**config.mk**
```make
export PLATFORM = sky130hd
export DESIGN_NAME = ialu_div_cell
export DESIGN_NICKNAME = d
export VERILOG_FILES = /design/src/hw/rtl/ialu_pkg.sv /design/src/hw/rtl/ialu_div_cell.sv
export SDC_FILE = /design/constraint.sdc
export NUM_CORES = 1
export LEC_CHECK = 0
export ABC_AREA = 1
export BUFFER_PORTS_ARGS = -buffer_cell sky130_fd_sc_hd__buf_4
export CAP_MARGIN = 20
export CORE_MARGIN = 5
export CORE_UTILIZATION = 44
export DETAILED_ROUTE_END_ITERATION = 7
export PLACE_DENSITY = 0.74
export SYNTH_ARGS = -nofsm -noshare
export SYNTH_HDL_FRONTEND = slang
export SYNTH_SLANG_ARGS = --single-unit
```
**constraint.sdc**
```tcl
create_clock -name clk -period 21.1 [get_ports clk]
set_input_delay 4.22 -clock clk [delete_from_list [all_inputs] [get_ports clk]]
set_output_delay 4.22 -clock clk [all_outputs]
set_load 0.02 [all_outputs]
```
**src/hw/rtl/ialu_pkg.sv**
```systemverilog
// Shared types and constants for the 32-bit folding ALU.
// Depends on nothing; used by every module of the block but the checker.
`timescale 1ns / 1ps

package ialu_pkg;

    localparam int WORD_W    = 32;
    localparam int DIV_STEPS = WORD_W;
    localparam logic [WORD_W-1:0] INT_MIN  = {1'b1, {(WORD_W-1){1'b0}}};
    localparam logic [WORD_W-1:0] ALL_ONES = {WORD_W{1'b1}};

    typedef enum logic [4:0] {
        OP_ADD  = 5'd0,
        OP_SUB  = 5'd1,
        OP_MUL  = 5'd2,
        OP_AND  = 5'd3,
        OP_OR   = 5'd4,
        OP_XOR  = 5'd5,
        OP_SHL  = 5'd6,
        OP_LSHR = 5'd7,
        OP_ASHR = 5'd8,
        OP_UDIV = 5'd9,
        OP_SDIV = 5'd10,
        OP_UREM = 5'd11,
        OP_SREM = 5'd12,
        OP_EQ   = 5'd13,
        OP_NE   = 5'd14,
        OP_ULT  = 5'd15,
        OP_ULE  = 5'd16,
        OP_UGT  = 5'd17,
        OP_UGE  = 5'd18,
        OP_SLT  = 5'd19,
        OP_SLE  = 5'd20,
        OP_SGT  = 5'd21,
        OP_SGE  = 5'd22
    } action_t;

    // One operation in flight through the divider chain.
    typedef struct packed {
        logic              known;
        logic              is_div;
        logic              sel_rem;
        logic              neg_q;
        logic              neg_r;
        logic [WORD_W-1:0] value;
        logic [WORD_W-1:0] rem;
        logic [WORD_W-1:0] dq;
        logic [WORD_W-1:0] dvs;
    } item_t;

endpackage

```
**src/hw/rtl/ialu_div_cell.sv**
```systemverilog
// One cell of the divider chain: one restoring quotient bit, then hand-off to the next cell.
// Depends on ialu_pkg.
`timescale 1ns / 1ps

module ialu_div_cell (
    input  logic            clk,
    input  logic            rst_n,
    input  logic            in_valid,
    output logic            in_ready,
    input  ialu_pkg::item_t in_item,
    output logic            out_valid,
    input  logic            out_ready,
    output ialu_pkg::item_t out_item
);

    localparam int W = ialu_pkg::WORD_W;

    logic            valid_reg;
    ialu_pkg::item_t item_reg;
    ialu_pkg::item_t item_next;
    logic [W:0]      trial;
    logic [W:0]      delta;
    logic            fits;

    assign in_ready = !valid_reg || out_ready;

    assign trial = {in_item.rem, in_item.dq[W-1]};
    assign delta = trial - {1'b0, in_item.dvs};
    assign fits  = !delta[W];

    always_comb
    begin
        item_next     = in_item;
        item_next.rem = fits ? delta[W-1:0] : trial[W-1:0];
        item_next.dq  = {in_item.dq[W-2:0], fits};
    end

    always_ff @(posedge clk or negedge rst_n)
    begin
        if (!rst_n)
        begin
            valid_reg <= 1'b0;
        end
        else if (in_ready)
        begin
            valid_reg <= in_valid;
        end
    end

    always_ff @(posedge clk)
    begin
        if (in_valid && in_ready)
        begin
            item_reg <= item_next;
        end
    end

    assign out_valid = valid_reg;
    assign out_item  = item_reg;

endmodule

```
# Word level (Yosys, flattened, before mapping)
# Index checks and enable logic that the tools add are counted.
# totals
ff_bits,134
inputBits,137
output_inout_bits,135
wordCells,16
# classes
n_addsub,1
muxes,1
reduce_logical,4
# ops
cell,n
$sub A33 B32 Y33,1
$mux W32,1
$logic_not A1 Y1,2
$logic_and A1 B1 Y1,1
$logic_or A1 B1 Y1,1

# Logic depth before layout (Yosys ltp)
# logic_depth
depth_word,3
ltp_mapped,17
ltp_nobuf,16

# Worst setup path before layout
# Ideal clock, no wire load.
# synth_path
path_kind,input to register
start,input port in_valid
end,"register item_reg, in the netlist out_item[0], enable pin"
setup_ns,0.670
arrival_time_ns,10.664
required_time_ns,20.430
path_slack_ns,9.767
stages,2
path_buffers,0
path_cell_list,inv_1 -> a21oi_1
# synth_between
elab_chain_cells,1
# synth_lines
element,line_no,source
from (decl),ialu_div_cell.sv:8,"input logic in_valid,"
$logic_and A1 B1 Y1,ialu_div_cell.sv:52,if (in_valid && in_ready)
to (signal assigned),ialu_div_cell.sv:54,item_reg <= item_next;
to (decl),ialu_div_cell.sv:19,ialu_pkg::item_t item_reg;
# No other way between the ends.
# A chain may end at the register's enable or synchronous reset.

# Final worst setup path
# layout_path
start,input port out_ready
end,output port in_ready
# layout_between
elab_chain_cells,1
# layout_lines
element,line_no,source
from (decl),ialu_div_cell.sv:12,"input logic out_ready,"
$logic_or A1 B1 Y1,ialu_div_cell.sv:25,assign in_ready = !valid_reg || out_ready;
to (decl),ialu_div_cell.sv:9,"output logic in_ready,"
# No other way between the ends.

==> impl_metrics.tcl <==
set metrics [dict create \
    initial_utilization 0.451 \
    drc_errors 0 \
    met1_usage 0.263 \
    seq_power_share 0.400 \
    yosysTopAreaCell "edfxtp_1" \
    wl_per_cell_um 16.2 \
    synth-seq-cells 134 \
    dpl-instance-area_um2 9470 \
    hold_viol_final 0 \
    intPower_mw 0.573 \
    finalPower_mw 0.804 \
    synthDistinctLibCells 24 \
    cts.sink_count 134 \
    nNetsFinal 1278 \
    finalCriticalPeriod_ns 8.90 \
    holdCritPathClass "flop to flop" \
    endpoint_kind "output pin" \
    worst_ir_drop_vdd_mv 0.0505 \
    fin_util 0.631 \
    p_switching_mw 0.231 \
    max_freq_ghz 0.112 \
    pwr-share-comb 0.211 \
    drive_gt1_frac 0.285 \
    synthToLayoutAreaGrowth_pct 40.0 \
    drt-initial-drc-count 398 \
    final_cell_mix "nand2_1, buf_4, inv_1" \
    ctsResizeCount 0 \
    cts_setup_buffers 0 \
    cts_tree "yes" \
    path_max_fanout 2 \
    p_per_area_nw_per_um2 79.6 \
    layout_commonest_cell "nand2_1" \
    rows 46 \
    crit_required_ns 16.88 \
    switching_share 0.288 \
    start_kind "input pin" \
    status "finished, final reports clean" \
    via_count 6232 \
    grt_max_degree 60 \
    clockRootBuffer "clkbuf_16" \
    arrival_ns 4.68 \
    gr-usage-met2 0.399 \
    fin_area_um2 10100 \
    busiest_layer "met2" \
    grtUsageTotal 0.223 \
    endpoint "in_ready" \
    antenna_found_initial 1 \
    p_leak_nw 5.21 \
    synth_area_um2 7210 \
    hold_buffers 0 \
    slew_headroom 0.302 \
    synth_warnings 0 \
    seq_area_um2 4020 \
    gr-usage-met3 0.0700 \
    ant_nets 0 \
    num_io_pins 272 \
    syn-num-nets 992 \
    clk_latency_ns 0.42 \
    clkPwrFrac 0.389 \
    grt_pass1_wl_um 33500 \
    die_w_um 138 \
    finalSetupViolCount 0 \
    grt_pass1_vias 6031 \
    holdCritStartpoint "out_valid" \
    reg2reg_to "out_item[47]" \
    worst_pin_slew_ns 1.04 \
    multi_input_area_um2 2530 \
    cts_buffers 17 \
    fillers 1400 \
    setup_total_negative_slack_ns 0 \
    worst-setup-path-type "input pin to output pin" \
    vias_per_cell 4.66 \
    dieArea_um2 19000 \
    grt_overflow 0 \
    maxCapViolCount 0 \
    cts-htree-levels 4 \
    drt-pass1-iter-count 5 \
    core_um2 16000 \
    rsz0062_at_grt "false" \
    syn_avg_cell_area_um2 8.77 \
    reg2reg_from "out_valid" \
    clk_pin_slew_ns 0.06 \
    drt_wl_total_um 21700 \
    place_hpwl_um 17500 \
    crit_start "out_ready" \
    skew_ns 0.0104 \
    die_h_um 138 \
    ys_seq_area_frac 0.557 \
    r2r_cells 2 \
    clock_path_buffers 2 \
    synth_top_area_frac 0.554 \
    io_buffers 271 \
    syn_inst 822 \
    gp_congestion 0.860 \
    finalCritPeriodShare 0.422 \
    drv_slew 0 \
    reg2reg_slack_ns 18.69 \
    ys_top_cells_by_area "edfxtp_1, nand2_1, inv_1, ha_1, nand3_1" \
]
[cells by family after synthesis]
family | synth area share
AOI/OAI and AO/OA | 0.0264
xor gates and xnor gates | 0.0182
adders and majority gates | 0.0583
buffers and inverters | 0.0932
DFF | 0.557
and+or+nand+nor | 0.247
[state kept, by name, indices dropped and copies added, names as in the netlist]
register,flops
out_item,133
out_valid,1
[how the worst min path moves through the flow]
stage | depth (start not counted) | slack, ns | to
6_report | 2 | 0.61 | out_valid
5_1_grt | 2 | 0.66 | out_valid
4_1_cts | 2 | 0.61 | out_valid
3_5_place_dp | 2 | 0.59 | out_valid
3_3_place_gp | 2 | 0.57 | out_valid
2_1_floorplan | 2 | 0.77 | out_valid
[worst max-delay path: stages]
cell and delay [ns]:
buf_4 0.11, inv_1 0.10, nand2_1 0.09, buf_4 0.17
[per-stage QoR]
stage | cells | hold WS [ns] | worst slack (ns)
finish | 1338 | 0.612 | 12.20
global route | 1338 | 0.663 | 12.16
CTS | 1337 | 0.609 | 12.20
detailed placement | 1305 | 0.593 | 12.20
global placement | 1305 | 0.575 | 12.23
floorplan | 822 | 0.768 | 9.77
[cell usage after synthesis]
library cell / n
or2_1: 1
o21bai_1: 7
nand3b_1: 2
or2_2: 1
nand2_4: 2
xor2_1: 14
ha_1: 32
a21oi_1: 24
edfxtp_1: 133
buf_6: 6
xnor2_1: 1
nand2_2: 8
and3_1: 1
nand4_1: 8
a21oi_2: 2
nor3_1: 6
inv_1: 160
fa_1: 1
dfrtp_1: 1
and2_1: 4
nor2_1: 39
nand3_1: 31
nand2_1: 337
inv_2: 1
[routing by layer]
metal  wire (µm)  up-vias  share of wire
li1            -     3159              -
met1        8590     2809           0.40
met2       11200      241           0.51
met3        1680       23          0.077
met4         280        0          0.013
met5           0        -              0
[final cells by class]
cell class,count,share of cell area
Clock inverter,14,0.0186
Sequential cell,134,0.398
Multi-Input combinational cell,521,0.251
Tap cell,216,0.0268
Antenna cell,1,0.000248
Timing Repair Buffer,273,0.203
Inverter,161,0.0599
Clock buffer,18,0.0425
[power by group through the flow]
| stage | sequential (mW) | combinational (mW) | clock (mW) |
|---|---|---|---|
| after floorplan | 0.353 | 0.0790 | 0 |
| after global placement | 0.326 | 0.169 | 0 |
| after detailed placement | 0.327 | 0.171 | 0 |
| after CTS | 0.321 | 0.171 | 0.319 |
| after global routing | 0.323 | 0.188 | 0.332 |
| final | 0.321 | 0.170 | 0.313 |
No activity file was read; power rests on OpenSTA's default activity.
