[config.mk]
export PLATFORM = sky130hd
export DESIGN_NAME = ialu_back
export DESIGN_NICKNAME = d
export VERILOG_FILES = /design/src/hw/rtl/ialu_pkg.sv /design/src/hw/rtl/ialu_back.sv
export SDC_FILE = /design/constraint.sdc
export NUM_CORES = 1
export LEC_CHECK = 0
export BUFFER_PORTS_ARGS = -buffer_cell sky130_fd_sc_hd__buf_2
export CAP_MARGIN = 20
export CORE_MARGIN = 3
export CORE_UTILIZATION = 41
export DETAILED_ROUTE_END_ITERATION = 10
export PLACE_DENSITY = 0.84
export SLEW_MARGIN = 0
export SYNTH_ARGS = -nofsm -noshare
export SYNTH_HDL_FRONTEND = slang
export SYNTH_SLANG_ARGS = --single-unit
[constraint.sdc]
create_clock -name clk -period 1.55 [get_ports clk]
set_input_delay 0.31 -clock clk [delete_from_list [all_inputs] [get_ports clk]]
set_output_delay 0.31 -clock clk [all_outputs]
set_load 0.02 [all_outputs]
[src/hw/rtl/ialu_pkg.sv]
// Shared types and constants for the 32-bit folding ALU.
// Depends on nothing; used by every module of the block but the checker.
`timescale 1ns / 1ps

package ialu_pkg;

    localparam int WORD_W    = 32;
    localparam int DIV_STEPS = WORD_W;
    localparam logic [WORD_W-1:0] INT_MIN  = {1'b1, {(WORD_W-1){1'b0}}};
    localparam logic [WORD_W-1:0] ALL_ONES = {WORD_W{1'b1}};

    typedef enum logic [4:0] {
        OP_ADD  = 5'd0,
        OP_SUB  = 5'd1,
        OP_MUL  = 5'd2,
        OP_AND  = 5'd3,
        OP_OR   = 5'd4,
        OP_XOR  = 5'd5,
        OP_SHL  = 5'd6,
        OP_LSHR = 5'd7,
        OP_ASHR = 5'd8,
        OP_UDIV = 5'd9,
        OP_SDIV = 5'd10,
        OP_UREM = 5'd11,
        OP_SREM = 5'd12,
        OP_EQ   = 5'd13,
        OP_NE   = 5'd14,
        OP_ULT  = 5'd15,
        OP_ULE  = 5'd16,
        OP_UGT  = 5'd17,
        OP_UGE  = 5'd18,
        OP_SLT  = 5'd19,
        OP_SLE  = 5'd20,
        OP_SGT  = 5'd21,
        OP_SGE  = 5'd22
    } action_t;

    // One operation in flight through the divider chain.
    typedef struct packed {
        logic              known;
        logic              is_div;
        logic              sel_rem;
        logic              neg_q;
        logic              neg_r;
        logic [WORD_W-1:0] value;
        logic [WORD_W-1:0] rem;
        logic [WORD_W-1:0] dq;
        logic [WORD_W-1:0] dvs;
    } item_t;

endpackage

[src/hw/rtl/ialu_back.sv]
// Output stage: sign fix of quotient or remainder, zeroing of unknown results, output register.
// Depends on ialu_pkg.
`timescale 1ns / 1ps

module ialu_back (
    input  logic                        clk,
    input  logic                        rst_n,
    input  logic                        in_valid,
    output logic                        in_ready,
    input  ialu_pkg::item_t             in_item,
    output logic                        out_valid,
    input  logic                        out_ready,
    output logic [ialu_pkg::WORD_W-1:0] result_value,
    output logic                        result_known
);

    localparam int W = ialu_pkg::WORD_W;

    logic         valid_reg;
    logic [W-1:0] value_reg;
    logic         known_reg;
    logic [W-1:0] quo;
    logic [W-1:0] rem;
    logic [W-1:0] value_next;

    assign in_ready = !valid_reg || out_ready;

    assign quo = in_item.neg_q ? -in_item.dq : in_item.dq;
    assign rem = in_item.neg_r ? -in_item.rem : in_item.rem;

    always_comb
    begin
        value_next = in_item.value;
        if (in_item.is_div)
        begin
            value_next = in_item.sel_rem ? rem : quo;
        end
        if (!in_item.known)
        begin
            value_next = '0;
        end
    end

    always_ff @(posedge clk or negedge rst_n)
    begin
        if (!rst_n)
        begin
            valid_reg <= 1'b0;
        end
        else if (in_ready)
        begin
            valid_reg <= in_valid;
        end
    end

    always_ff @(posedge clk)
    begin
        if (in_valid && in_ready)
        begin
            value_reg <= value_next;
            known_reg <= in_item.known;
        end
    end

    assign out_valid    = valid_reg;
    assign result_value = value_reg;
    assign result_known = known_reg;

endmodule

== Word level (Yosys, flattened, before mapping) ==
Index checks and enable logic that the tools add are counted.

* Register bits: 34
* Bits in latches: 0
* Memory bits (writable): 0
* Bits in read-only memories: 0
* Input bits: 137
* Logic and storage cells: 12
* Memories kept: 0

* Add/sub/neg operators: 2
* $mul: 0
* Div/mod/pow operators: 0
* Order comparisons: 0
* Equal/unequal tests: 0
* Shift operators: 0
* Mux-type cells: 4
* Bitwise gates (word level): 0
* Reduce and logical (&&, ||, !) cells: 3

{| class="wikitable"
|+ Operators with widths
! cell !! number
|-
| $mux 32 || 4
|-
| $neg 32->32 || 2
|-
| $logic_and 1x1->1 || 1
|-
| $logic_not 1->1 || 1
|-
| $logic_or 1x1->1 || 1
|}

== Logic depth before layout (Yosys ltp) ==
* Depth in word-level cells: 4
* Mapped depth: 9
* Depth with buffers taken out: 8

== Least setup slack after synthesis ==
Ideal clock, no wire load.

* Path type: input -> register
* Start point: in in_item[64] in the netlist's numbering
* End point: reg value_reg[22] (netlist: result_value[22]) (data pin)
* Arrival time: 2.364 ns
* Slack: -1.084 ns
* Stages: 9
* Path buffers: 1
* Path through: inv_1 ha_1 or3b_2 or3_1 buf_6 or4_4 o31ai_4 mux2i_1 a21oi_1

* Cells in the longest elaborated chain, start to end: 4

{| class="wikitable"
|+ RTL lines
! element !! RTL line !! text
|-
| start, declared || ialu_back.sv:10 || <nowiki>input ialu_pkg::item_t in_item,</nowiki>
|-
| $neg 32->32 || ialu_back.sv:29 || <nowiki>assign rem = in_item.neg_r ? -in_item.rem : in_item.rem;</nowiki>
|-
| $mux 32 || ialu_back.sv:29 ||
|-
| $mux 32 || ialu_back.sv:36 || <nowiki>value_next = in_item.sel_rem ? rem : quo;</nowiki>
|-
| $mux 32 || ialu_back.sv:34 || <nowiki>if (in_item.is_div)</nowiki>
|-
| end signal, assigned || ialu_back.sv:60 || <nowiki>value_reg <= value_next;</nowiki>
|-
| end, declared || ialu_back.sv:20 || <nowiki>logic [W-1:0] value_reg;</nowiki>
|}

Every way passes these cells.
A chain may end at the register's enable or synchronous reset.

== Worst setup path after layout ==
* Start point: in in_item[70] in the netlist's numbering
* End point: reg value_reg[29] (netlist: result_value[29]) (data pin)

Same word-level chain as after synthesis.

==> flow_summary.json <==
{
  "worst_slew_pin_slew_ns": 0.772,
  "die_h_um": 93.3,
  "hold_path.class": "in2reg",
  "crit_path_end_kind": "flop",
  "fmax_ghz": 0.427,
  "ir_drop_uv": 299,
  "grt.total_usage": 0.295,
  "wl_per_cell_um": 20.0,
  "antenna_left": 0,
  "grt_max_degree": 34,
  "routed_wl_um": 14100,
  "fill_cells": 467,
  "nets": 741,
  "syn_area_per_cell_um2": 8.85,
  "drc": 0,
  "reg2reg_setup_slack_ns": 0.37,
  "finalSetupViolations": 28,
  "slew_viol_final": 0,
  "io_buffers": 139,
  "arrival_ns": 2.38,
  "grt_pass1_wl_um": 20300,
  "grt_overflow_total": 0,
  "core_um2": 7330,
  "synth_fp_nets": 492,
  "cp.required_ns": 1.59,
  "die_w_um": 93.3,
  "ys_ff_latch": 34,
  "synth_top_area_share": 0.317,
  "syn_area_um2": 3120,
  "crit_fanout": 4,
  "leakagePower_nw": 2.46,
  "area_growth_pct": 78.5,
  "finalCriticalPeriod_ns": 2.34,
  "hold_violations": 0,
  "place_congestion": 0.965,
  "clockBufferDepth": 2,
  "r2r_start": "out_valid",
  "r2r_end": "result_value[31]",
  "hold_depth": 2,
  "clock_skew_ns": 0.0139,
  "slew_headroom": 0.484,
  "via_count": 4186,
  "dpl.hpwl_um": 9740,
  "placed_cell_area_um2": 4910,
  "ff2ff_path_depth": 3,
  "start_util": 0.426,
  "fin_ws_ns": -0.792,
  "start_kind": "input port",
  "yosys.area.top_type": "edfxtp_1",
  "post-route-period-util": 1.51,
  "synthCells": 353,
  "hold_end": "out_valid",
  "diodes": 0,
  "cts_inserted_buffers": 5,
  "grt_pass1_vias": 4041,
  "drv_cap": 0,
  "cts.sinks": 34,
  "die_area_um2": 8700,
  "clock_latency_ns": 0.30,
  "viasPerCell": 5.96,
  "hold_start": "in_valid",
  "yosys-top-cells-area": "edfxtp_1 (32%), xnor2_1 (7.9%), xor2_1 (7.6%)",
  "cts_tree": "built",
  "final.setup.tns_ns": -15.57,
  "clkSlewWorstSetupHoldPaths_ns": 0.07,
  "utilization": 0.760,
  "fin_area_um2": 5570,
  "synth_cell_types": 47,
  "drtPass1Iterations": 5,
  "rsz0062_at_grt": "true",
  "drt_iter0_markers": 513,
  "io_pins": 172,
  "drive_gt1_frac": 0.567,
  "cts_root_buffer": "clkbuf_8",
  "antenna_found_initial": 0,
  "power.density_nw_per_um2": 548,
  "failed_checks": "negative setup slack",
  "ys_warn_count": 0,
  "criticalPathCategory": "in2reg",
  "htreeDepth": 2,
  "ys_seq_area_frac": 0.325,
  "outcome": "finished with violations",
  "rows": 31,
  "hold_slack_ns": 0.243
}
worst max-delay path by stage:
stage	from	end	depth (start not counted)
after floorplan	in_item[70]	result_value[22]	7
after global placement	in_item[70]	result_value[20]	8
after detailed placement	in_item[64]	result_value[25]	8
after CTS	in_item[68]	result_value[22]	7
after global routing	in_item[70]	result_value[29]	8
final	in_item[70]	result_value[29]	8
registers in the layout, indices dropped and copies added (netlist names):
register      flops
result_value     32
out_valid         1
result_known      1
synthesized netlist by cell type (all sizes together):
library cell,number
a211o,1
a211oi,2
a21o,1
a21oi,14
a221o,2
a221oi,1
a22oi,5
a2bb2oi,1
and2,2
and3,1
buf,2
clkbuf,21
dfrtp,1
edfxtp,33
ha,2
inv,7
mux2,3
mux2i,9
nand2,33
nand2b,11
nand3,4
nand3b,3
nand4,3
nor2,19
nor2b,3
nor3,5
nor3b,1
nor4,6
nor4b,2
o211ai,5
o21ai,25
o221ai,5
o22ai,1
o31ai,20
o32a,1
o41ai,18
or2,2
or3,12
or3b,1
or4,10
xnor2,28
xor2,27
layer usage:
layer / share of wire / track usage / routed length, um / vias up
li1: - / - / - / 1847
met1: 0.38 / 0.386 / 5270 / 1967
met2: 0.48 / 0.495 / 6800 / 313
met3: 0.10 / 0.0531 / 1460 / 59
met4: 0.037 / 0.0855 / 520 / 0
met5: 0 / 0 / 0 / -
cells in the final DEF (no fill, tap or decap), types with 3 or more instances in the layout:
cell type	n
buf_2	130
o221ai_1	4
o41ai_4	10
xnor2_1	22
clkbuf_8	6
a22oi_1	4
nor3_1	4
nand3b_1	3
nand3_1	4
xor2_1	22
buf_6	15
nor4_1	5
o31ai_4	8
mux2i_1	9
or4_4	7
buf_4	114
or3_4	6
o31ai_1	11
a21oi_1	14
nand4_1	3
xnor2_2	6
o21ai_0	9
o211ai_1	5
o21ai_4	3
buf_12	3
edfxtp_1	33
nand2b_1	11
xor2_2	5
or3_1	6
nand2_1	31
nor2_1	19
inv_1	5
o21ai_1	10
or4_1	3
nor2b_1	3
o41ai_2	3
o41ai_1	5
o21ai_2	3
power breakdown:
part / switching (mW) / internal [mW]
clock: 0.350 / 0.359
combinational: 0.662 / 0.576
sequential: 0.0191 / 1.09
stage by stage:
step                cells  total power, mW  setup slack [ns]
detailed placement    684             2.19             -1.12
floorplan             353             1.62            -0.996
global placement      684             2.16             -1.09
global route          702             3.16            -0.826
CTS                   700             2.96            -0.767
finish                702             3.06            -0.792
cells by family after synthesis:
logic type	Yosys count	share of synthesized area
compound gates	102	0.232
xor+xnor	55	0.154
fa+ha+maj	2	0.00801
buf+inv	30	0.0385
flops	34	0.325
mux	12	0.0397
simple gates	118	0.202
worst max-delay path, cell delays in order:
cell,delay [ns]
buf_6,0.09
or4_4,0.53
buf_4,0.15
or3_4,0.37
or3_4,0.38
o31ai_4,0.25
xor2_1,0.20
a221oi_1,0.09
area by class of cell:
type / instances / area, um^2 / share of cell area
multi-input combinational: 289 / 2540 / 0.456
timing repair buffer: 265 / 1770 / 0.317
sequential: 34 / 1020 / 0.182
tap: 99 / 124 / 0.0222
clock buffer: 7 / 86.3 / 0.0155
inverter: 7 / 31.3 / 0.00561
clock inverter: 1 / 5.00 / 0.000898
timing repair:
action,CTS,global route
hold buffers,1,0
setup endpoints to repair,28,30
pin swaps,40,25
resized for setup,57,30
buffers inserted,7,2
hold endpoints to repair,1,0
(Power assumes the default switching activity.)
