<file path="config.mk">
export PLATFORM = sky130hd
export DESIGN_NAME = ialu_front
export DESIGN_NICKNAME = d
export VERILOG_FILES = /design/src/hw/rtl/ialu_pkg.sv /design/src/hw/rtl/ialu_front.sv
export SDC_FILE = /design/constraint.sdc
export NUM_CORES = 2
export LEC_CHECK = 0
export ABC_AREA = 0
export ABC_CLOCK_PERIOD_IN_PS = 5550
export BUFFER_PORTS_ARGS = -buffer_cell sky130_fd_sc_hd__buf_2
export CORE_MARGIN = 5
export CORE_UTILIZATION = 50
export CTS_BUF_LIST = sky130_fd_sc_hd__clkbuf_16
export DETAILED_ROUTE_END_ITERATION = 10
export GPL_TIMING_DRIVEN = 0
export HOLD_SLACK_MARGIN = 0.05
export PLACE_DENSITY = 0.66
export SETUP_SLACK_MARGIN = 0.3
export SYNTH_ARGS = -nofsm -noshare
export SYNTH_HDL_FRONTEND = slang
export SYNTH_SLANG_ARGS = --single-unit
</file>
<file path="constraint.sdc">
create_clock -name clk -period 5.55 [get_ports clk]
set_input_delay 0 -clock clk [delete_from_list [all_inputs] [get_ports clk]]
set_output_delay 0 -clock clk [all_outputs]
set_load 0.02 [all_outputs]
</file>
<file path="src/hw/rtl/ialu_pkg.sv">
// Shared types and constants for the 32-bit folding ALU.
// Depends on nothing; used by every module of the block but the checker.
`timescale 1ns / 1ps

package ialu_pkg;

    localparam int WORD_W    = 32;
    localparam int DIV_STEPS = WORD_W;
    localparam logic [WORD_W-1:0] INT_MIN  = {1'b1, {(WORD_W-1){1'b0}}};
    localparam logic [WORD_W-1:0] ALL_ONES = {WORD_W{1'b1}};

    typedef enum logic [4:0] {
        OP_ADD  = 5'd0,
        OP_SUB  = 5'd1,
        OP_MUL  = 5'd2,
        OP_AND  = 5'd3,
        OP_OR   = 5'd4,
        OP_XOR  = 5'd5,
        OP_SHL  = 5'd6,
        OP_LSHR = 5'd7,
        OP_ASHR = 5'd8,
        OP_UDIV = 5'd9,
        OP_SDIV = 5'd10,
        OP_UREM = 5'd11,
        OP_SREM = 5'd12,
        OP_EQ   = 5'd13,
        OP_NE   = 5'd14,
        OP_ULT  = 5'd15,
        OP_ULE  = 5'd16,
        OP_UGT  = 5'd17,
        OP_UGE  = 5'd18,
        OP_SLT  = 5'd19,
        OP_SLE  = 5'd20,
        OP_SGT  = 5'd21,
        OP_SGE  = 5'd22
    } action_t;

    // One operation in flight through the divider chain.
    typedef struct packed {
        logic              known;
        logic              is_div;
        logic              sel_rem;
        logic              neg_q;
        logic              neg_r;
        logic [WORD_W-1:0] value;
        logic [WORD_W-1:0] rem;
        logic [WORD_W-1:0] dq;
        logic [WORD_W-1:0] dvs;
    } item_t;

endpackage

</file>
<file path="src/hw/rtl/ialu_front.sv">
// Two front stages: operand capture with products, then folding of all non-divide ops and divide set-up.
// Depends on ialu_pkg.
`timescale 1ns / 1ps

module ialu_front (
    input  logic                       clk,
    input  logic                       rst_n,
    input  logic                       in_valid,
    output logic                       in_ready,
    input  ialu_pkg::action_t          action,
    input  logic [ialu_pkg::WORD_W-1:0] left_value,
    input  logic                       left_known,
    input  logic [ialu_pkg::WORD_W-1:0] right_value,
    input  logic                       right_known,
    input  logic                       no_unsigned_wrap,
    input  logic                       no_signed_wrap,
    output logic                       out_valid,
    input  logic                       out_ready,
    output ialu_pkg::item_t            out_item
);

    localparam int W = ialu_pkg::WORD_W;

    // Stage A registers.
    logic                a_valid_reg;
    ialu_pkg::action_t   a_op_reg;
    logic [W-1:0]        a_x_reg;
    logic [W-1:0]        a_y_reg;
    logic                a_known_reg;
    logic                a_nuw_reg;
    logic                a_nsw_reg;
    logic [2*W-1:0]      a_uprod_reg;
    logic [2*W+1:0]      a_sprod_reg;
    logic                a_ready;

    // Stage B registers.
    logic                b_valid_reg;
    ialu_pkg::item_t     b_item_reg;
    ialu_pkg::item_t     b_item_next;

    logic [W:0]          sum;
    logic [W-1:0]        diff;
    logic [W-1:0]        ax;
    logic [W-1:0]        ay;
    logic                uover;
    logic                sover;
    logic                arith;
    logic                ok;
    logic [W-1:0]        value;
    logic                bad_shift;
    logic                dz;
    logic                sdiv_ovf;
    logic [4:0]          shamt;

    assign in_ready = !a_valid_reg || a_ready;
    assign a_ready  = !b_valid_reg || out_ready;

    always_ff @(posedge clk or negedge rst_n)
    begin
        if (!rst_n)
        begin
            a_valid_reg <= 1'b0;
            b_valid_reg <= 1'b0;
        end
        else
        begin
            if (in_ready)
            begin
                a_valid_reg <= in_valid;
            end
            if (a_ready)
            begin
                b_valid_reg <= a_valid_reg;
            end
        end
    end

    always_ff @(posedge clk)
    begin
        if (in_valid && in_ready)
        begin
            a_op_reg    <= action;
            a_x_reg     <= left_value;
            a_y_reg     <= right_value;
            a_known_reg <= left_known && right_known;
            a_nuw_reg   <= no_unsigned_wrap;
            a_nsw_reg   <= no_signed_wrap;
            a_uprod_reg <= {{W{1'b0}}, left_value} * {{W{1'b0}}, right_value};
            a_sprod_reg <= $signed({{(W+2){left_value[W-1]}}, left_value})
                         * $signed({{(W+2){right_value[W-1]}}, right_value});
        end
        if (a_valid_reg && a_ready)
        begin
            b_item_reg <= b_item_next;
        end
    end

    assign sum       = {1'b0, a_x_reg} + {1'b0, a_y_reg};
    assign diff      = a_x_reg - a_y_reg;
    assign bad_shift = |a_y_reg[W-1:5];
    assign shamt     = a_y_reg[4:0];
    assign dz        = (a_y_reg == '0);
    assign sdiv_ovf  = (a_x_reg == ialu_pkg::INT_MIN) && (a_y_reg == ialu_pkg::ALL_ONES);
    assign ax        = a_x_reg[W-1] ? -a_x_reg : a_x_reg;
    assign ay        = a_y_reg[W-1] ? -a_y_reg : a_y_reg;

    always_comb
    begin
        ok          = a_known_reg;
        value       = '0;
        uover       = 1'b0;
        sover       = 1'b0;
        arith       = 1'b0;
        b_item_next = '0;
        unique case (a_op_reg) inside
            ialu_pkg::OP_ADD:
            begin
                value = sum[W-1:0];
                uover = sum[W];
                sover = (a_x_reg[W-1] == a_y_reg[W-1]) && (sum[W-1] != a_x_reg[W-1]);
                arith = 1'b1;
            end
            ialu_pkg::OP_SUB:
            begin
                value = diff;
                uover = a_y_reg > a_x_reg;
                sover = (a_x_reg[W-1] != a_y_reg[W-1]) && (diff[W-1] != a_x_reg[W-1]);
                arith = 1'b1;
            end
            ialu_pkg::OP_MUL:
            begin
                value = a_uprod_reg[W-1:0];
                uover = |a_uprod_reg[2*W-1:W];
                sover = (a_sprod_reg[2*W+1:W-1] != '0) && (a_sprod_reg[2*W+1:W-1] != '1);
                arith = 1'b1;
            end
            ialu_pkg::OP_AND:  value = a_x_reg & a_y_reg;
            ialu_pkg::OP_OR:   value = a_x_reg | a_y_reg;
            ialu_pkg::OP_XOR:  value = a_x_reg ^ a_y_reg;
            ialu_pkg::OP_SHL:
            begin
                value = a_x_reg << shamt;
                ok    = ok && !bad_shift;
            end
            ialu_pkg::OP_LSHR:
            begin
                value = a_x_reg >> shamt;
                ok    = ok && !bad_shift;
            end
            ialu_pkg::OP_ASHR:
            begin
                value = $unsigned($signed(a_x_reg) >>> shamt);
                ok    = ok && !bad_shift;
            end
            ialu_pkg::OP_UDIV, ialu_pkg::OP_UREM:
            begin
                ok                 = ok && !dz;
                b_item_next.is_div = 1'b1;
                b_item_next.dq     = a_x_reg;
                b_item_next.dvs    = a_y_reg;
            end
            ialu_pkg::OP_SDIV, ialu_pkg::OP_SREM:
            begin
                ok                 = ok && !dz && !sdiv_ovf;
                b_item_next.is_div = 1'b1;
                b_item_next.dq     = ax;
                b_item_next.dvs    = ay;
                b_item_next.neg_q  = a_x_reg[W-1] ^ a_y_reg[W-1];
                b_item_next.neg_r  = a_x_reg[W-1];
            end
            ialu_pkg::OP_EQ:   value = W'(a_x_reg == a_y_reg);
            ialu_pkg::OP_NE:   value = W'(a_x_reg != a_y_reg);
            ialu_pkg::OP_ULT:  value = W'(a_x_reg <  a_y_reg);
            ialu_pkg::OP_ULE:  value = W'(a_x_reg <= a_y_reg);
            ialu_pkg::OP_UGT:  value = W'(a_x_reg >  a_y_reg);
            ialu_pkg::OP_UGE:  value = W'(a_x_reg >= a_y_reg);
            ialu_pkg::OP_SLT:  value = W'($signed(a_x_reg) <  $signed(a_y_reg));
            ialu_pkg::OP_SLE:  value = W'($signed(a_x_reg) <= $signed(a_y_reg));
            ialu_pkg::OP_SGT:  value = W'($signed(a_x_reg) >  $signed(a_y_reg));
            ialu_pkg::OP_SGE:  value = W'($signed(a_x_reg) >= $signed(a_y_reg));
            default:           ok = 1'b0;
        endcase
        if (arith && ((a_nuw_reg && uover) || (a_nsw_reg && sover)))
        begin
            ok = 1'b0;
        end
        b_item_next.known   = ok;
        b_item_next.value   = value;
        b_item_next.sel_rem = (a_op_reg == ialu_pkg::OP_UREM) || (a_op_reg == ialu_pkg::OP_SREM);
    end

    assign out_valid = b_valid_reg;
    assign out_item  = b_item_reg;

endmodule

</file>
======== Word level (Yosys, flattened, before mapping) ========
Cells that the tools add are included.
storage, ports and cells
  register bits after elaboration ......... 305
  latch bits .............................. 0
  memory bits (writable) .................. 0
  bits in read-only memories .............. 0
  word-level logic and storage cells ...... 113
  memories ................................ 0
operators by class
  add/subtract/negate cells ............... 4
  multipliers ............................. 2
  divide/modulo/power cells ............... 0
  magnitude comparators ................... 9
  equal/unequal tests ..................... 31
  shift-type cells ........................ 3
  mux-type cells .......................... 9
  bitwise operators ....................... 4
  reduce and logical (&&, ||, !) cells .... 33
operators with widths
  operator                                                          count
  32-bit one-hot mux with 19 select lines                           1
  32-bit by 32-bit multiplier with 64-bit output                    2
  64-bit one-hot mux with 2 select lines                            1
  32-bit greater-than comparator                                    3
  32-bit == test (second input constant)                            2
  32-bit >= comparator                                              2
  32-bit <= comparator                                              2
  32-bit less-than comparator                                       2
  32-bit 2-to-1 mux                                                 2
  32-bit negator                                                    2
  5-bit by 4-bit == test with 1-bit output (second input constant)  8
  5-bit == test (second input constant)                             7
  35-bit inequality test (second input constant)                    1
  35-bit nonzero test                                               1
  32-bit by 32-bit adder with 33-bit output                         1
  32-bit AND                                                        1
  32-bit == test                                                    1
  32-bit logical NOT                                                1
  32-bit inequality test                                            1
  32-bit OR                                                         1
  32-bit OR reduction                                               1
  32-bit by 5-bit left shift with 32-bit output                     1
  32-bit by 5-bit >> shifter with 32-bit output                     1
  32-bit by 5-bit >>> shifter with 32-bit output                    1
  other kinds (20)                                                  49

======== Logic depth before layout (Yosys ltp) ========
  depth in word-level cells ............... 7
  mapped depth ............................ 31
  mapped depth without buffers ............ 29

======== Worst setup path after synthesis ========
OpenSTA, ideal clock, no wires.
  kind .................................... input port to flip-flop
  start ................................... in left_value[31] (netlist name)
  end ..................................... reg a_sprod_reg[64], data pin
  setup time .............................. 0.260 ns
  arrival ................................. 7.412 ns
  required time ........................... 5.290 ns
  setup slack ............................. -2.121 ns
  stages .................................. 27
  buffers on the path ..................... 1
  cells stage by stage .................... clkbuf_1 > nand2_1 > inv_1 > fa_1 > inv_1 > fa_1 > inv_1 > fa_1 > fa_1 > inv_1 > fa_1 > inv_1 > fa_1 > fa_1 > fa_1 > ha_1 > a21o_1 > a21o_1 > a21oi_1 > o21ai_0 > nand2b_1 > o32ai_1 > o21ai_0 > nand4_1 > nand4b_1 > a21oi_1 > xnor2_1
between the ends
  longest elaborated chain between the ends .. 1
RTL lines
  element                                         line              text
  start, declared                                 ialu_front.sv:11  input logic [ialu_pkg::WORD_W-1:0] left_value,
  32-bit by 32-bit multiplier with 64-bit output  ialu_front.sv:90  * $signed({{(W+2){right_value[W-1]}}, right_value});
  end signal, assigned                            ialu_front.sv:89  a_sprod_reg <= $signed({{(W+2){left_value[W-1]}}, left_value})
  end, declared                                   ialu_front.sv:33  logic [2*W+1:0] a_sprod_reg;
No other way between the ends.
A chain may end at the register's enable or synchronous reset.

======== Worst setup path after layout ========
  start ................................... in right_value[11] (netlist name)
  end ..................................... reg a_sprod_reg[58], data pin
between the ends
  longest elaborated chain between the ends .. 1
RTL lines
  element                                         line              text
  start, declared                                 ialu_front.sv:13  input logic [ialu_pkg::WORD_W-1:0] right_value,
  32-bit by 32-bit multiplier with 64-bit output  ialu_front.sv:90
No other way between the ends.

==> impl_metrics.toml <==
[grt]
grt_use_met2_pct = 65.6
grt-ovfl-total = 0
grt_usage_pct = 44.2
grt_max_degree = 71
grt_pass1_wl_mm = 455
grt_pass1_vias = 62100
antenna_found_initial = 58
grt_busiest_layer = "met2"
met3_usage_pct = 14.2
use_met1_pct = 54.5

[route]
drc = 0
avgViaCountPerCell = 6.10
wl_per_cell_um = 33.1
wl_mm = 324
final_antenna_net_count = 0
dr.pass1.iters = 8
drt_iter0_drc = 6923
num_vias = 59600

[placement]
gp_congestion = 1.06
placed_area_um2 = 74000
dp_hpwl_mm = 259
portBuffers = 179
dp_slack_ps = -4260

[worst_setup_path]
r2r-start = "a_op_reg[0]"
crit_type = "primary input to flop"
worst_ep_arrival_time_ps = 7640
r2r_slack_ps = 200
r2r_cells = 8
critPathMaxFanout = 10
start_kind = "primary input"
cp-end-kind = "flop"
cp.required_ps = 5930
regToRegEndpoint = "out_item[114]"

[final_layout]
fin_nets = 9959
fin_area_um2 = 83300
area_growth_pct = 20.5
largest_register_ffs = 101
finish.utilization_pct = 60.6
drive_gt1_share_pct = 15.9

[sta]
slew_headroom_pct = 15.5
hold_ws_ps = 75.5
rsz0062_at_grt = "true"
period_needed_ps = 7260
fin_crit_sh_pct = 131
finalSetupViolations = 78
slew_viol_final = 0
hold_viol = 0
worst_slack_ps = -1710
fmax_ghz = 0.138
skew_ps = 30.3
worst_slew_pin_slew_ps = 1270

[worst_hold_path]
worstHoldStart = "action[0]"
hp-class = "primary input to flop"
min_path_cells = 2
hold_end = "a_op_reg[0]"

[synthesis]
synth_area_per_cell_um2 = 9.47
syn_inst = 7300
yosys_most_used_dff = "edfxtp_1"
synth_edf_count = 270
netlist.top_cell.by_area = "fa_1"
synth_top_area_share_pct = 42.7
yosysSeqAreaShare_pct = 11.8
synth.ff_latch_count = 272
async_reset_ff_share_pct = 0.735
ys_warn_count = 0
netlist_area_um2 = 69100
synth_area_leaders = "fa_1 43%, edfxtp_1 12%, inv_1 9.0%"
ys_types = 82
synth_most_common_cell = "inv_1"
ys_top_cells_by_count = "1655 x inv_1, 1473 x fa_1, 715 x nand2_1, 525 x and2_1, 484 x ha_1"

[clock_network]
clk_pin_slew_ps = 60
ctsHtreeMaxLevel = 1
clk_latency_ps = 660
cts_tree = "done"
cts_max_path_buffers = 3
numCtsBuffers = 30
clock_sinks = 272
cts-root-buf = "clkbuf_16"

[outcome]
status = "finished with violations"
violations = "setup timing"

[job]
maxCapViolCount = 0

[floorplan]
top_level_ports = 212
start_util_pct = 50.3
rows = 136
coreArea_um2 = 137000
fp.dieH_um = 382
die-area_um2 = 146000
die-width_um = 382
==> layout make-up <==
cell class                      instances  area (um2)
Multi-Input combinational cell       5015       55500
Clock inverter                         25         290
Antenna cell                           32        80.1
Timing Repair Buffer                  562        5270
Inverter                             1656        6240
Fill cell                           11600       54200
Clock buffer                           31         776
Sequential cell                       272        8160
Buffer                                388        4740
Tap cell                             1794        2240
==> cells in the final DEF, fill, tap and decap left out, types with 37 or more instances in the layout <==
cell           Yosys  layout
inv_1           1655    1619
fa_1            1473    1396
nand2_1          715     679
and2_1           525     472
ha_1             484     440
edfxtp_1         270     270
buf_4             32     264
a21oi_1          291     257
o21ai_0          261     223
nor2_1           206     190
clkbuf_16          0     145
clkbuf_1         335     120
buf_2              1     119
xnor2_1           96      86
dlygate4sd3_1      0      79
a21o_1            77      77
fa_2               0      77
buf_6              2      70
clkbuf_8           0      57
nand4_1           57      57
mux2i_1           56      55
and2_4             0      53
nand3_1           60      51
nor2b_1           50      49
nor3_1            60      49
ha_4               0      41
o21bai_1          38      37
xor2_1            39      37
==> logic make-up (layout without fill, tap and decap cells) <==
group	after synthesis	in the layout	share of synthesized area [%]
buffers and inverters	2044	2662	11.3
adders and majority gates	1957	1957	51.4
and+or+nand+nor	1816	1816	13.0
AOI/OAI and AO/OA	982	982	8.92
DFF	272	272	11.8
xor gates and xnor gates	135	135	1.71
muxes	93	93	1.86
other	1	64	0.00542
==> how the worst max path moves through the flow <==
| stage | from | end | slack (ps) | cells after the start |
|---|---|---|---|---|
| floorplan | left_value[31] | a_sprod_reg[58] | -1600 | 26 |
| global placement | right_value[1] | a_sprod_reg[64] | -4270 | 25 |
| detailed placement | right_value[1] | a_sprod_reg[64] | -4260 | 25 |
| CTS | right_value[11] | a_sprod_reg[64] | -1600 | 29 |
| global route | right_value[2] | a_sprod_reg[58] | -1870 | 29 |
| finish | right_value[11] | a_sprod_reg[58] | -1710 | 28 |
==> routing by layer <==
metal	share of wire [%]	wire, um
met1	35	115000
met3	13	40800
met5	0.049	160
met4	9.6	31000
met2	42	137000
==> through the flow <==
stage	setup TNS [ps]	cells
floorplan	-61310	7331
global placement	-446920	9304
global route	-103760	9749
detailed placement	-259380	9311
CTS	-79190	9698
finish	-92160	9775
==> worst max-delay path, stage by stage <==
cell and delay (ps):
buf_16 140, clkbuf_8 200, and2_1 200, fa_1 530, inv_1 50, fa_1 530, fa_1 500, fa_2 590
inv_2 50, ha_4 240, fa_1 580, fa_1 450, fa_1 530, ha_4 320, nand4_1 120, buf_6 150
a2111oi_4 510, nand4_1 230, o32ai_4 280, buf_12 190, o31a_1 210, o32ai_4 120, buf_12 160, o31ai_4 180
o21a_1 200, o21a_1 160, nor2_2 50, xnor2_1 120
==> repair_timing <==
item                                    in CTS  in global routing
pin swaps                                  197                114
endpoints found under the setup margin     117                 99
cloned                                       2                  1
hold buffers                                79                  0
resized for setup                          930                125
buffers inserted                           250                 44
hold endpoints to repair                   102                  0
Power is left out: the tool's default activity adds up to more than one toggle a clock period on the data nets, which glitch-free logic cannot reach.
